**src/hdl/button_debounce_press_counter_macros.svh**
```systemverilog
// Assertion macros shared by the button debounce press counter modules.
`ifndef BUTTON_DEBOUNCE_PRESS_COUNTER_MACROS_SVH
`define BUTTON_DEBOUNCE_PRESS_COUNTER_MACROS_SVH

// Same-cycle implication, sampled on clk and disabled while rst_n is low.
`define BDPC_ASSERT_IMP(name, ante, cons, msg) \
    name: assert property (@(posedge clk) disable iff (!rst_n) (ante) |-> (cons)) \
        else $error(msg);

// Next-cycle implication, sampled on clk and disabled while rst_n is low.
`define BDPC_ASSERT_NXT(name, ante, cons, msg) \
    name: assert property (@(posedge clk) disable iff (!rst_n) (ante) |=> (cons)) \
        else $error(msg);

`endif

```
**src/hdl/bdpc_pkg.sv**
```systemverilog
// Types and constants of the button debounce press counter.
package bdpc_pkg;

    localparam int TIME_W  = 32;
    localparam int CFG_W   = 16;
    localparam int COUNT_W = 8;
    localparam int IDX_W   = 2;

    localparam logic [CFG_W-1:0]   DEBOUNCE_RESET = 16'd10;
    localparam logic [CFG_W-1:0]   SHORT_RESET    = 16'd1000;
    localparam logic [CFG_W-1:0]   TIMEOUT_RESET  = 16'd1000;
    localparam logic [COUNT_W-1:0] COUNT_MAX      = 8'd255;

    // Input commands.
    typedef enum logic
    {
        CMD_TICK  = 1'b0,
        CMD_CLEAR = 1'b1
    } cmd_t;

    // Configuration register indexes.
    typedef enum logic [IDX_W-1:0]
    {
        REG_DEBOUNCE = 2'd0,
        REG_SHORT    = 2'd1,
        REG_TIMEOUT  = 2'd2
    } reg_idx_t;

    typedef struct packed
    {
        logic [CFG_W-1:0] debounce_ms;
        logic [CFG_W-1:0] short_press_ms;
        logic [CFG_W-1:0] count_timeout_ms;
    } cfg_t;

    typedef struct packed
    {
        logic               pressed_edge;
        logic               released_edge;
        logic               steady_level;
        logic [COUNT_W-1:0] press_count;
        logic [TIME_W-1:0]  held_ms;
    } result_t;

endpackage

```
**src/hdl/bdpc_ifs.sv**
```systemverilog
// Valid/ready channel interfaces for input beats and result beats.
interface bdpc_item_if;
    logic valid;
    logic ready;
    logic command;
    logic level;

    modport source (output valid, output command, output level, input ready);
    modport sink   (input valid, input command, input level, output ready);
endinterface

interface bdpc_result_if;
    logic        valid;
    logic        ready;
    logic        pressed_edge;
    logic        released_edge;
    logic        steady_level;
    logic [7:0]  press_count;
    logic [31:0] held_ms;

    modport source (output valid, output pressed_edge, output released_edge,
                    output steady_level, output press_count, output held_ms,
                    input ready);
    modport sink   (input valid, input pressed_edge, input released_edge,
                    input steady_level, input press_count, input held_ms,
                    output ready);
endinterface

```
**src/hdl/button_debounce_press_counter.sv**
```systemverilog
// Top level of the button debouncer with short-press counter.
//
//   Channel  Dir  Handshake      Payload
//   item     in   valid/ready    command, level
//   result   out  valid/ready    pressed_edge, released_edge, steady_level,
//                                press_count, held_ms
//   wr_*     in   write enable   wr_index, wr_data (no read-back)
//
// One beat is accepted per cycle while input ready is high; its result passes
// a single logic stage into the output register, or the skid entry on a stall.
// Reset loads the register defaults and the button state (released, count 0).
// A stalled result keeps accepting one more beat into the skid entry; input
// ready then drops until the output side takes a result.
module button_debounce_press_counter
(
    input  logic                       clk,
    input  logic                       rst_n,
    bdpc_item_if.sink                  item,
    bdpc_result_if.source              result,
    input  logic                       wr_en,
    input  logic [bdpc_pkg::IDX_W-1:0] wr_index,
    input  logic [bdpc_pkg::CFG_W-1:0] wr_data
);
    import bdpc_pkg::*;

    cfg_t    cfg;
    result_t step_result;
    result_t out_data;
    logic    in_ready;
    logic    in_fire;

    assign item.ready = in_ready;
    assign in_fire    = item.valid && in_ready;

    // Configuration registers.
    bdpc_cfg u_cfg
    (
        .clk      (clk),
        .rst_n    (rst_n),
        .wr_en    (wr_en),
        .wr_index (wr_index),
        .wr_data  (wr_data),
        .cfg      (cfg)
    );

    // Per-beat debounce and counting logic.
    bdpc_core u_core
    (
        .clk     (clk),
        .rst_n   (rst_n),
        .fire    (in_fire),
        .command (item.command),
        .level   (item.level),
        .cfg     (cfg),
        .result  (step_result)
    );

    // Result register and skid entry.
    bdpc_outbuf u_outbuf
    (
        .clk       (clk),
        .rst_n     (rst_n),
        .in_fire   (in_fire),
        .in_data   (step_result),
        .in_ready  (in_ready),
        .out_valid (result.valid),
        .out_ready (result.ready),
        .out_data  (out_data)
    );

    assign result.pressed_edge  = out_data.pressed_edge;
    assign result.released_edge = out_data.released_edge;
    assign result.steady_level  = out_data.steady_level;
    assign result.press_count   = out_data.press_count;
    assign result.held_ms       = out_data.held_ms;
endmodule

```
**src/hdl/bdpc_cfg.sv**
```systemverilog
// Configuration register file written through the plain write port.
module bdpc_cfg
(
    input  logic                       clk,
    input  logic                       rst_n,
    input  logic                       wr_en,
    input  logic [bdpc_pkg::IDX_W-1:0] wr_index,
    input  logic [bdpc_pkg::CFG_W-1:0] wr_data,
    output bdpc_pkg::cfg_t             cfg
);
    import bdpc_pkg::*;

    cfg_t cfg_reg;

    // Writes to an index beyond the register list are dropped.
    always_ff @(posedge clk or negedge rst_n)
    begin
        if (!rst_n)
        begin
            cfg_reg.debounce_ms      <= DEBOUNCE_RESET;
            cfg_reg.short_press_ms   <= SHORT_RESET;
            cfg_reg.count_timeout_ms <= TIMEOUT_RESET;
        end
        else if (wr_en)
        begin
            case (reg_idx_t'(wr_index))
                REG_DEBOUNCE: cfg_reg.debounce_ms      <= wr_data;
                REG_SHORT:    cfg_reg.short_press_ms   <= wr_data;
                REG_TIMEOUT:  cfg_reg.count_timeout_ms <= wr_data;
                default:      cfg_reg <= cfg_reg;
            endcase
        end
    end

    assign cfg = cfg_reg;
endmodule

```
**src/hdl/bdpc_core.sv**
```systemverilog
// Debounce state, press timing and short-press counting for one beat.
module bdpc_core
(
    input  logic              clk,
    input  logic              rst_n,
    input  logic              fire,
    input  logic              command,
    input  logic              level,
    input  bdpc_pkg::cfg_t    cfg,
    output bdpc_pkg::result_t result
);
    import bdpc_pkg::*;

    logic [TIME_W-1:0]  now_ms_reg, now_ms_next;
    logic               last_raw_reg, last_raw_next;
    logic [TIME_W-1:0]  change_stamp_reg, change_stamp_next;
    logic               prev_steady_reg, prev_steady_next;
    logic               steady_reg, steady_next;
    logic [TIME_W-1:0]  press_stamp_reg, press_stamp_next;
    logic [COUNT_W-1:0] short_count_reg, short_count_next;

    logic               is_tick;
    logic [TIME_W-1:0]  quiet;
    logic [TIME_W-1:0]  hold_len;
    logic               settle;
    logic               timed_out;
    logic               fell;
    logic               rose;
    logic [COUNT_W-1:0] count_base;

    assign is_tick = (cmd_t'(command) == CMD_TICK);

    // Next state and result of the beat being accepted.
    always_comb
    begin
        now_ms_next       = is_tick ? now_ms_reg + 1'b1 : now_ms_reg;
        last_raw_next     = last_raw_reg;
        change_stamp_next = change_stamp_reg;
        if (is_tick && (level != last_raw_reg))
        begin
            last_raw_next     = level;
            change_stamp_next = now_ms_next;
        end

        quiet     = now_ms_next - change_stamp_next;
        settle    = is_tick && (quiet > {{(TIME_W-CFG_W){1'b0}}, cfg.debounce_ms});
        timed_out = is_tick && (quiet > {{(TIME_W-CFG_W){1'b0}}, cfg.count_timeout_ms});
        fell      = settle && steady_reg && !level;
        rose      = settle && !steady_reg && level;
        hold_len  = now_ms_next - press_stamp_reg;

        prev_steady_next = settle ? steady_reg : prev_steady_reg;
        steady_next      = settle ? level : steady_reg;

        // A timeout clear comes before a release on the same tick.
        count_base       = timed_out ? '0 : short_count_reg;
        short_count_next = count_base;
        press_stamp_next = press_stamp_reg;
        if (!is_tick)
        begin
            short_count_next = '0;
            if (!steady_reg)
            begin
                press_stamp_next = now_ms_reg;
            end
        end
        else if (fell)
        begin
            press_stamp_next = now_ms_next;
        end
        else if (rose && (hold_len < {{(TIME_W-CFG_W){1'b0}}, cfg.short_press_ms})
                 && (count_base != COUNT_MAX))
        begin
            short_count_next = count_base + 1'b1;
        end

        result.pressed_edge  = fell;
        result.released_edge = rose;
        result.steady_level  = steady_next;
        result.press_count   = short_count_next;
        result.held_ms       = (!prev_steady_next && !steady_next)
                             ? now_ms_next - press_stamp_next : '0;
    end

    // State advances only on an accepted beat.
    always_ff @(posedge clk or negedge rst_n)
    begin
        if (!rst_n)
        begin
            now_ms_reg       <= '0;
            last_raw_reg     <= 1'b1;
            change_stamp_reg <= '0;
            prev_steady_reg  <= 1'b1;
            steady_reg       <= 1'b1;
            press_stamp_reg  <= '0;
            short_count_reg  <= '0;
        end
        else if (fire)
        begin
            now_ms_reg       <= now_ms_next;
            last_raw_reg     <= last_raw_next;
            change_stamp_reg <= change_stamp_next;
            prev_steady_reg  <= prev_steady_next;
            steady_reg       <= steady_next;
            press_stamp_reg  <= press_stamp_next;
            short_count_reg  <= short_count_next;
        end
    end

`include "button_debounce_press_counter_macros.svh"

    `BDPC_ASSERT_NXT(a_clear_zeroes_count, fire && (cmd_t'(command) == CMD_CLEAR), short_count_reg == '0, "clear beat left a nonzero count")
    `BDPC_ASSERT_NXT(a_steady_holds_idle, !fire, $stable(steady_reg) && $stable(short_count_reg), "state moved without an accepted beat")
    `BDPC_ASSERT_NXT(a_tick_advances_time, fire && is_tick, now_ms_reg == $past(now_ms_reg) + 1'b1, "tick did not advance time by one")
endmodule

```
**src/hdl/bdpc_outbuf.sv**
```systemverilog
// Output register with a skid entry, so a stalled result does not block input until the skid entry is full.
module bdpc_outbuf
(
    input  logic              clk,
    input  logic              rst_n,
    input  logic              in_fire,
    input  bdpc_pkg::result_t in_data,
    output logic              in_ready,
    output logic              out_valid,
    input  logic              out_ready,
    output bdpc_pkg::result_t out_data
);
    import bdpc_pkg::*;

    logic    out_valid_reg;
    logic    skid_valid_reg;
    result_t out_data_reg;
    result_t skid_data_reg;
    logic    out_free;

    assign out_free = !out_valid_reg || out_ready;
    assign in_ready = !skid_valid_reg;

    // Valid flags.
    always_ff @(posedge clk or negedge rst_n)
    begin
        if (!rst_n)
        begin
            out_valid_reg  <= 1'b0;
            skid_valid_reg <= 1'b0;
        end
        else if (out_free)
        begin
            out_valid_reg  <= skid_valid_reg || in_fire;
            skid_valid_reg <= 1'b0;
        end
        else if (in_fire)
        begin
            skid_valid_reg <= 1'b1;
        end
    end

    // Payload, older beat first.
    always_ff @(posedge clk)
    begin
        if (out_free)
        begin
            if (skid_valid_reg)
            begin
                out_data_reg <= skid_data_reg;
            end
            else if (in_fire)
            begin
                out_data_reg <= in_data;
            end
        end
        else if (in_fire)
        begin
            skid_data_reg <= in_data;
        end
    end

    assign out_valid = out_valid_reg;
    assign out_data  = out_data_reg;

`include "button_debounce_press_counter_macros.svh"

    `BDPC_ASSERT_IMP(a_skid_behind_out, skid_valid_reg, out_valid_reg, "skid entry held with empty output register")
    `BDPC_ASSERT_NXT(a_stall_fills_skid, in_fire && out_valid_reg && !out_ready, skid_valid_reg, "beat lost while output stalled")
    `BDPC_ASSERT_NXT(a_skid_drains, skid_valid_reg && out_ready, out_valid_reg && !skid_valid_reg, "skid entry did not move to output")
endmodule
```
**src/flat_wrapper.sv**
```systemverilog
// flat-port wrapper written by rule: the top's interface ports become plain ports
module button_debounce_press_counter_flat import bdpc_pkg::*;
  (clk, rst_n, wr_en, wr_index, wr_data, item_valid, item_command, item_level, item_ready, result_valid, result_pressed_edge, result_released_edge, result_steady_level, result_press_count, result_held_ms, result_ready);
  bdpc_item_if item_i ();
  bdpc_result_if result_i ();
  input  logic clk;
  input  logic rst_n;
  input  logic wr_en;
  input  logic [bdpc_pkg::IDX_W-1:0] wr_index;
  input  logic [bdpc_pkg::CFG_W-1:0] wr_data;
  input wire logic [$bits(item_i.valid)-1:0] item_valid;
  input wire logic [$bits(item_i.command)-1:0] item_command;
  input wire logic [$bits(item_i.level)-1:0] item_level;
  output wire logic [$bits(item_i.ready)-1:0] item_ready;
  output wire logic [$bits(result_i.valid)-1:0] result_valid;
  output wire logic [$bits(result_i.pressed_edge)-1:0] result_pressed_edge;
  output wire logic [$bits(result_i.released_edge)-1:0] result_released_edge;
  output wire logic [$bits(result_i.steady_level)-1:0] result_steady_level;
  output wire logic [$bits(result_i.press_count)-1:0] result_press_count;
  output wire logic [$bits(result_i.held_ms)-1:0] result_held_ms;
  input wire logic [$bits(result_i.ready)-1:0] result_ready;
  assign item_i.valid = item_valid;
  assign item_i.command = item_command;
  assign item_i.level = item_level;
  assign item_ready = item_i.ready;
  assign result_valid = result_i.valid;
  assign result_pressed_edge = result_i.pressed_edge;
  assign result_released_edge = result_i.released_edge;
  assign result_steady_level = result_i.steady_level;
  assign result_press_count = result_i.press_count;
  assign result_held_ms = result_i.held_ms;
  assign result_i.ready = result_ready;
  button_debounce_press_counter u_core (.clk(clk), .rst_n(rst_n), .item(item_i), .result(result_i), .wr_en(wr_en), .wr_index(wr_index), .wr_data(wr_data));
endmodule
```
**config.mk**
```make
export PLATFORM = sky130hd
export DESIGN_NAME = button_debounce_press_counter_flat
export DESIGN_NICKNAME = d
export VERILOG_FILES = /design/src/hdl/bdpc_pkg.sv /design/src/hdl/bdpc_ifs.sv /design/src/hdl/button_debounce_press_counter.sv /design/src/hdl/bdpc_cfg.sv /design/src/hdl/bdpc_core.sv /design/src/hdl/bdpc_outbuf.sv /design/src/flat_wrapper.sv
export VERILOG_INCLUDE_DIRS = /design/src /design/src/hdl
export SDC_FILE = /design/constraint.sdc
export NUM_CORES = 1
export LEC_CHECK = 0
export BUFFER_PORTS_ARGS = -buffer_cell sky130_fd_sc_hd__clkbuf_2
export CORE_MARGIN = 2
export CORE_UTILIZATION = 35
export CTS_CLUSTER_DIAMETER = 50
export DETAILED_ROUTE_END_ITERATION = 12
export GPL_TIMING_DRIVEN = 0
export PLACE_DENSITY = 0.48
export SLEW_MARGIN = 20
export SYNTH_ARGS = -nofsm -noshare
export SYNTH_HDL_FRONTEND = slang
export SYNTH_SLANG_ARGS = --single-unit
```
**constraint.sdc**
```tcl
create_clock -name clk -period 22.3 [get_ports clk]
set_input_delay 3.345 -clock clk [delete_from_list [all_inputs] [get_ports clk]]
set_output_delay 3.345 -clock clk [all_outputs]
set_load 0.01 [all_outputs]
```
Yosys cells after proc, flatten, opt, wreduce, memory -nomap -nowiden:

Index checks and enable logic that the tools add are counted.

* flip-flop bits (word level): 243
* input bits: 25

* add/subtract/negate cells: 5
* $lt $le $gt $ge: 3
* equal/unequal tests: 4
* muxes and demuxes: 16
* bitwise operators: 2
* reductions and logical operators: 28

Operators with widths (count)
* $mux W32: 6
* $sub A32 B32 Y32: 3
* $mux W43: 2
* $gt A32 B16 Y1: 2
* $add A32 B1 Y32 const B: 1
* $lt A32 B16 Y1: 1
* $mux W8: 4
* $reduce_and A2 Y1: 6
* $logic_and A1 B1 Y1: 11
* $add A8 B1 Y8 const B: 1
* $ne A8 B8 Y1 const B: 1
* $logic_not A1 Y1: 6
* $mux W1: 4
* $reduce_bool A2 Y1: 2
* $eq A2 B1 Y1 const B: 1
* $eq A2 B2 Y1 const B: 1
* $logic_not A2 Y1: 1
* $logic_or A1 B1 Y1: 2
* $not A1 Y1: 2
* $ne A1 B1 Y1: 1

Logic depth before layout (Yosys ltp):

* depth after elaboration: 15
* gate-level depth with buffers: 60
* mapped depth without buffers: 53

Cells and area by module:

Synthesis repeated with hierarchy kept, for this count alone.

* cells, all modules: 2221
* area total of the unflattened synthesis: 19875.3 sq um

Modules (own cells, without submodules)
* bdpc_core: instances 1, cells an instance 1974, area each 14649.0 sq um, sequential area each 2681.3 sq um
* bdpc_outbuf: instances 1, cells an instance 144, area each 3387.0 sq um, sequential area each 2632.5 sq um
* bdpc_cfg: instances 1, cells an instance 102, area each 1833.0 sq um, sequential area each 1218.7 sq um
* button_debounce_press_counter: instances 1, cells an instance 1, area each 6.3 sq um, sequential area each 0.0 sq um

Least setup slack after synthesis:

OpenSTA, ideal clock, no wires.

* path type: input to register
* start point: input port item_command
* end point: register u_core.u_outbuf.out_data_reg (netlist bit u_core.u_outbuf.out_data[24]), data pin
* data arrival time: 14.170 ns
* data required time: 22.040 ns
* setup slack: 7.869 ns
* stages: 60
* path through: buf_2 > clkbuf_1 > buf_1 > clkbuf_1 > clkbuf_1 > buf_1 > clkbuf_1 > buf_1 > clkbuf_1 > xor2_1 > ha_1 > nand3b_1 > a21boi_0 > a311oi_1 > and2_1 > a221o_1 > nand2_1 > o21ai_0 > (+24 left out) > clkbuf_1 > clkbuf_1 > clkbuf_1 > a221oi_1 > fa_1 > and2_1 > o21a_1 > nor3_1 > o211ai_1 > nand3b_1 > a2111oi_2 > a211oi_4 > o211ai_2 > and2_4 > a311oi_2 > xor2_1 > nor2_1 > mux2_4

RTL lines
* from (decl): RTL line flat_wrapper.sv:12 `input wire logic [$bits(item_i.command)-1:0] item_command;`
* to (signal assigned): RTL line bdpc_outbuf.sv:50 `out_data_reg <= skid_data_reg;`
* to (signal assigned): RTL line bdpc_outbuf.sv:54 `out_data_reg <= in_data;`
* to (decl): RTL line bdpc_outbuf.sv:17 `result_t out_data_reg;`

Final worst setup path:

* start point: input port item_command
* end point: register u_core.u_outbuf.out_data_reg (netlist bit u_core.u_outbuf.out_data[30]), data pin

* longest elaborated chain between the ends: 14

Ends and longest elaborated chain
* $not A1 Y1: RTL line bdpc_core.sv:31 `assign is_tick = (cmd_t'(command) == CMD_TICK);`
* $logic_and A1 B1 Y1: RTL line bdpc_core.sv:39 `if (is_tick && (level != last_raw_reg))`
* $mux W32: RTL line bdpc_core.sv:39
* $sub A32 B32 Y32: RTL line bdpc_core.sv:45 `quiet = now_ms_next - change_stamp_next;`
* $gt A32 B16 Y1: RTL line bdpc_core.sv:46 `settle = is_tick && (quiet > {{(TIME_W-CFG_W){1'b0}}, cfg.debounce_ms});`
* $logic_and A1 B1 Y1: RTL line bdpc_core.sv:46
* $logic_and A1 B1 Y1 (2 in series): RTL line bdpc_core.sv:48 `fell = settle && steady_reg && !level;`
* $mux W32: RTL line bdpc_core.sv:67 `else if (fell)`
* $mux W32: RTL line bdpc_core.sv:59 `if (!is_tick)`
* $sub A32 B32 Y32: RTL line bdpc_core.sv:82 `? now_ms_next - press_stamp_next : '0;`
* $mux W32 (*): RTL line bdpc_core.sv:82
* $mux W43 (*): RTL line bdpc_outbuf.sv:52 `else if (in_fire)`
* $mux W43 (*): RTL line bdpc_outbuf.sv:48 `if (skid_valid_reg)`

Mark *: on every way between the ends. The rest lies on a longest branch, timed or not. The select of a mux whose other input is x is not followed.
A chain may end at the register's enable or synchronous reset.

==> impl_metrics.csv <==
group,metric,value,unit
run_status,status,"finished clean",
logic_synthesis,postSynthCellCount,2432,
detailed_routing,drc,0,
timing,post-route-period-util,89.5,%
logic_synthesis,synthTopCellsByArea,"dfrtp_1 (17%), edfxtp_1 (13%), ha_1 (6.2%)",
finish,multi_input_area,0.0129,mm²
logic_synthesis,syn_area,0.0205,mm²
timing,fin_crit,19.97,ns
detailed_routing,vias,19501,
clock_network,cts_setup_buffers,0,
timing,slew_headroom,25.6,%
global_route,track_usage,26.4,%
logic_synthesis,yosys.area.top_type_share,17.1,%
power,leakage,9.71,nW
global_route,antenna_found_initial,0,
finish,diodes,0,
global_route,grt_pass1_wl,120000,µm
die,die_w,246,µm
global_route,overflow,0,
clock_network,cts_inserted_buffers,43,
worst_setup_path,cp-end-kind,"flip-flop",
hold_path,hold_depth,2,
worst_setup_path,worstPathArrival,20.25,ns
logic_synthesis,yosysWarnings,0,
die,die_h,246,µm
detailed_routing,drt_iter0_drc,1692,
worst_setup_path,cpMostUsedCell,"clkbuf_1",
detailed_routing,wire_per_inst,23.9,µm
logic_synthesis,syn_avg_cell_area,8.42,µm²
finish,seq_area,0.00653,mm²
clock_network,htree_levels,2,
clock_network,root_buffer,"clkbuf_16",
global_route,grt_max_degree,75,
worst_setup_path,path_class,"primary input to flip-flop",
hold_path,worstHoldPathType,"flip-flop to flip-flop",
logic_synthesis,async_flop_share,64.6,%
die,core,0.0578,mm²
finish,largest_reg_flops,48,
worst_setup_path,critPathMaxStageDelay,0.72,ns
worst_setup_path,worstPathRequired,22.58,ns
logic_synthesis,synth-seq-cells,243,
detailed_routing,antenna_left,0,
finish,area_growth,14.8,%
finish,fin_nets,2680,
logic_synthesis,synth_top_flop_cell,"dfrtp_1",
logic_synthesis,synth_top_cell_by_area,"dfrtp_1",
worst_setup_path,cp_slowest_cell,"clkbuf_1",
placed_design,gp_congestion,0.992,
logic_synthesis,yosysUniqueCellTypes,119,
placed_design,io_buffers,68,
clock_network,post_cts_resized,0,
worst_setup_path,worst-path-max-fanout,10,
die,dieArea,0.0605,mm²
placed_design,dp_hpwl,63600,µm
clock_network,ctsHoldBuffers,0,
clock_network,clkTransAtPathRegs,0.06,ns
clock_network,clockBufferDepth,3,
power,power.density,113,mW/mm²
worst_setup_path,rr_worst_depth,57,
detailed_routing,totalWireLength,80200,µm
die,start_util,35.4,%
logic_synthesis,synth-edff-count,86,
finish,layout_commonest_cell,"nor2_1",
worst_setup_path,rrSetupSlack,6.64,ns
timing,timing.final.hold_violations,0,
clock_network,cts_tree,"built",
worst_setup_path,r2r_end,"u_core.u_outbuf.out_data[30]",
die,rows,88,
power,ir_drop,0.0654,mV
timing,setup-violations-final,0,
timing,setup-tns-final,0,ns
clock_network,clock_latency,0.59,ns
global_route,grt_pass1_vias,18568,
logic_synthesis,synth_nets,2561,
timing,fmax,50.1,MHz
detailed_routing,drt_pass1_iterations,6,
worst_setup_path,reg2reg_from,"u_core.u_core.last_raw_reg",
timing,clock-skew-final,0.0338,ns
timing,worstMarginPinSlew,1.11,ns
logic_synthesis,ys_seq_area_share,31.9,%
job,maxCapViolations,0,
hold_path,min_to,"u_core.u_core.short_count_reg[0]",
finish,drive_above_1_share,12.4,%
timing,report.final.slew_viol_count,0,
die,io_pins,70,
clock_network,cts.sinks,243,
finish,final_cell_mix,"nor2_1 (257), nand2_1 (231), a21oi_1 (154)",
hold_path,hp-start,"u_core.u_core.short_count_reg[0]",
worst_setup_path,critPathLaunchType,"primary input",
finish,fillers,5863,
power,total_power,0.00266,W
detailed_routing,via_per_inst,5.82,
timing,rsz0062_at_grt,"no",
## final cells by class
cell class	instances	share of cell area, %
buffer	133	2.28
clock buffer	54	5.01
timing repair buffer	74	2.02
multi-input combinational	1897	54.7
tap	765	4.07
sequential	243	27.8
clock inverter	26	1.53
inverter	159	2.56
## per-layer routing
layer  GRT usage [%]  wire length (µm)  vias up  part of all wire (%)
li1                -                 -     9159                     -
met1            36.7             37000     9540                    46
met2            41.2             35100      671                    44
met3            3.79              4970      131                   6.2
met4            9.80              3130        0                   3.9
met5               0                 0        -                     0
## synthesized netlist by cell type, types with 20 or more instances
cell type and instances:
nor2_1 258, inv_1 150, o31ai_1 50, xor2_1 46, edfxtp_1 86, nand2_1 231
mux2_2 49, ha_1 101, a221oi_1 20, nor2b_1 24, o21ai_0 141, clkbuf_1 91
dfrtp_1 140, a211oi_1 29, and2_1 33, mux2i_1 31, o21a_1 42, nand3_1 48
xnor2_1 93, nor3_1 55, a31oi_1 36, o22ai_1 27, buf_1 21, a21oi_1 154
nand2b_1 26, nand4_1 32, a21o_1 23, and3_1 20
## report_power, final
group | internal (W) | switching, W
Sequential | 0.000559 | 0.0000598
Clock | 0.000452 | 0.000263
Combinational | 0.000507 | 0.000817
Total | 0.00152 | 0.00114
## worst max path at each step
stage | slack [ns] | cells past startpoint | startpoint | to
2_1_floorplan | 7.87 | 60 | item_command | u_core.u_outbuf.out_data[24]
3_3_place_gp | 0.79 | 59 | item_command | u_core.u_outbuf.out_data[30]
3_5_place_dp | 2.05 | 62 | item_command | u_core.u_outbuf.out_data[30]
4_1_cts | 2.60 | 62 | item_command | u_core.u_outbuf.out_data[30]
5_1_grt | 1.59 | 60 | item_command | u_core.u_outbuf.out_data[30]
6_report | 2.33 | 60 | item_command | u_core.u_outbuf.out_data[30]
## critical path, delay by kind of cell
family	cells	cell delay, ns
xor+xnor	2	0.77
simple gates	14	2.37
buf+inv	16	7.50
fa+ha+maj	3	1.11
compound gates	25	5.04
## stage by stage
stage	setup WS [ns]	hold WS [ns]	instances	cell area, µm²	util [%]
2_1_floorplan	7.87	0.442	2432	20500	-
3_3_place_gp	0.787	0.467	3265	21800	37.7
3_5_place_dp	2.05	0.478	3271	21900	38.0
4_1_cts	2.60	0.491	3351	23500	40.6
5_1_grt	1.59	0.520	3351	23500	40.7
6_report	2.33	0.479	3351	23500	40.7
## cell families (layout without fill, tap and decap cells)
logic type / after synthesis / in the layout / synth area share, %
compound gates: 694 / 694 / 23.0
xor+xnor: 152 / 152 / 7.28
fa+ha+maj: 118 / 118 / 7.16
buf+inv: 292 / 446 / 5.56
flops: 243 / 243 / 31.9
mux: 81 / 81 / 4.28
simple gates: 852 / 852 / 20.9
Note: power is estimated with default switching activity, not from simulation.
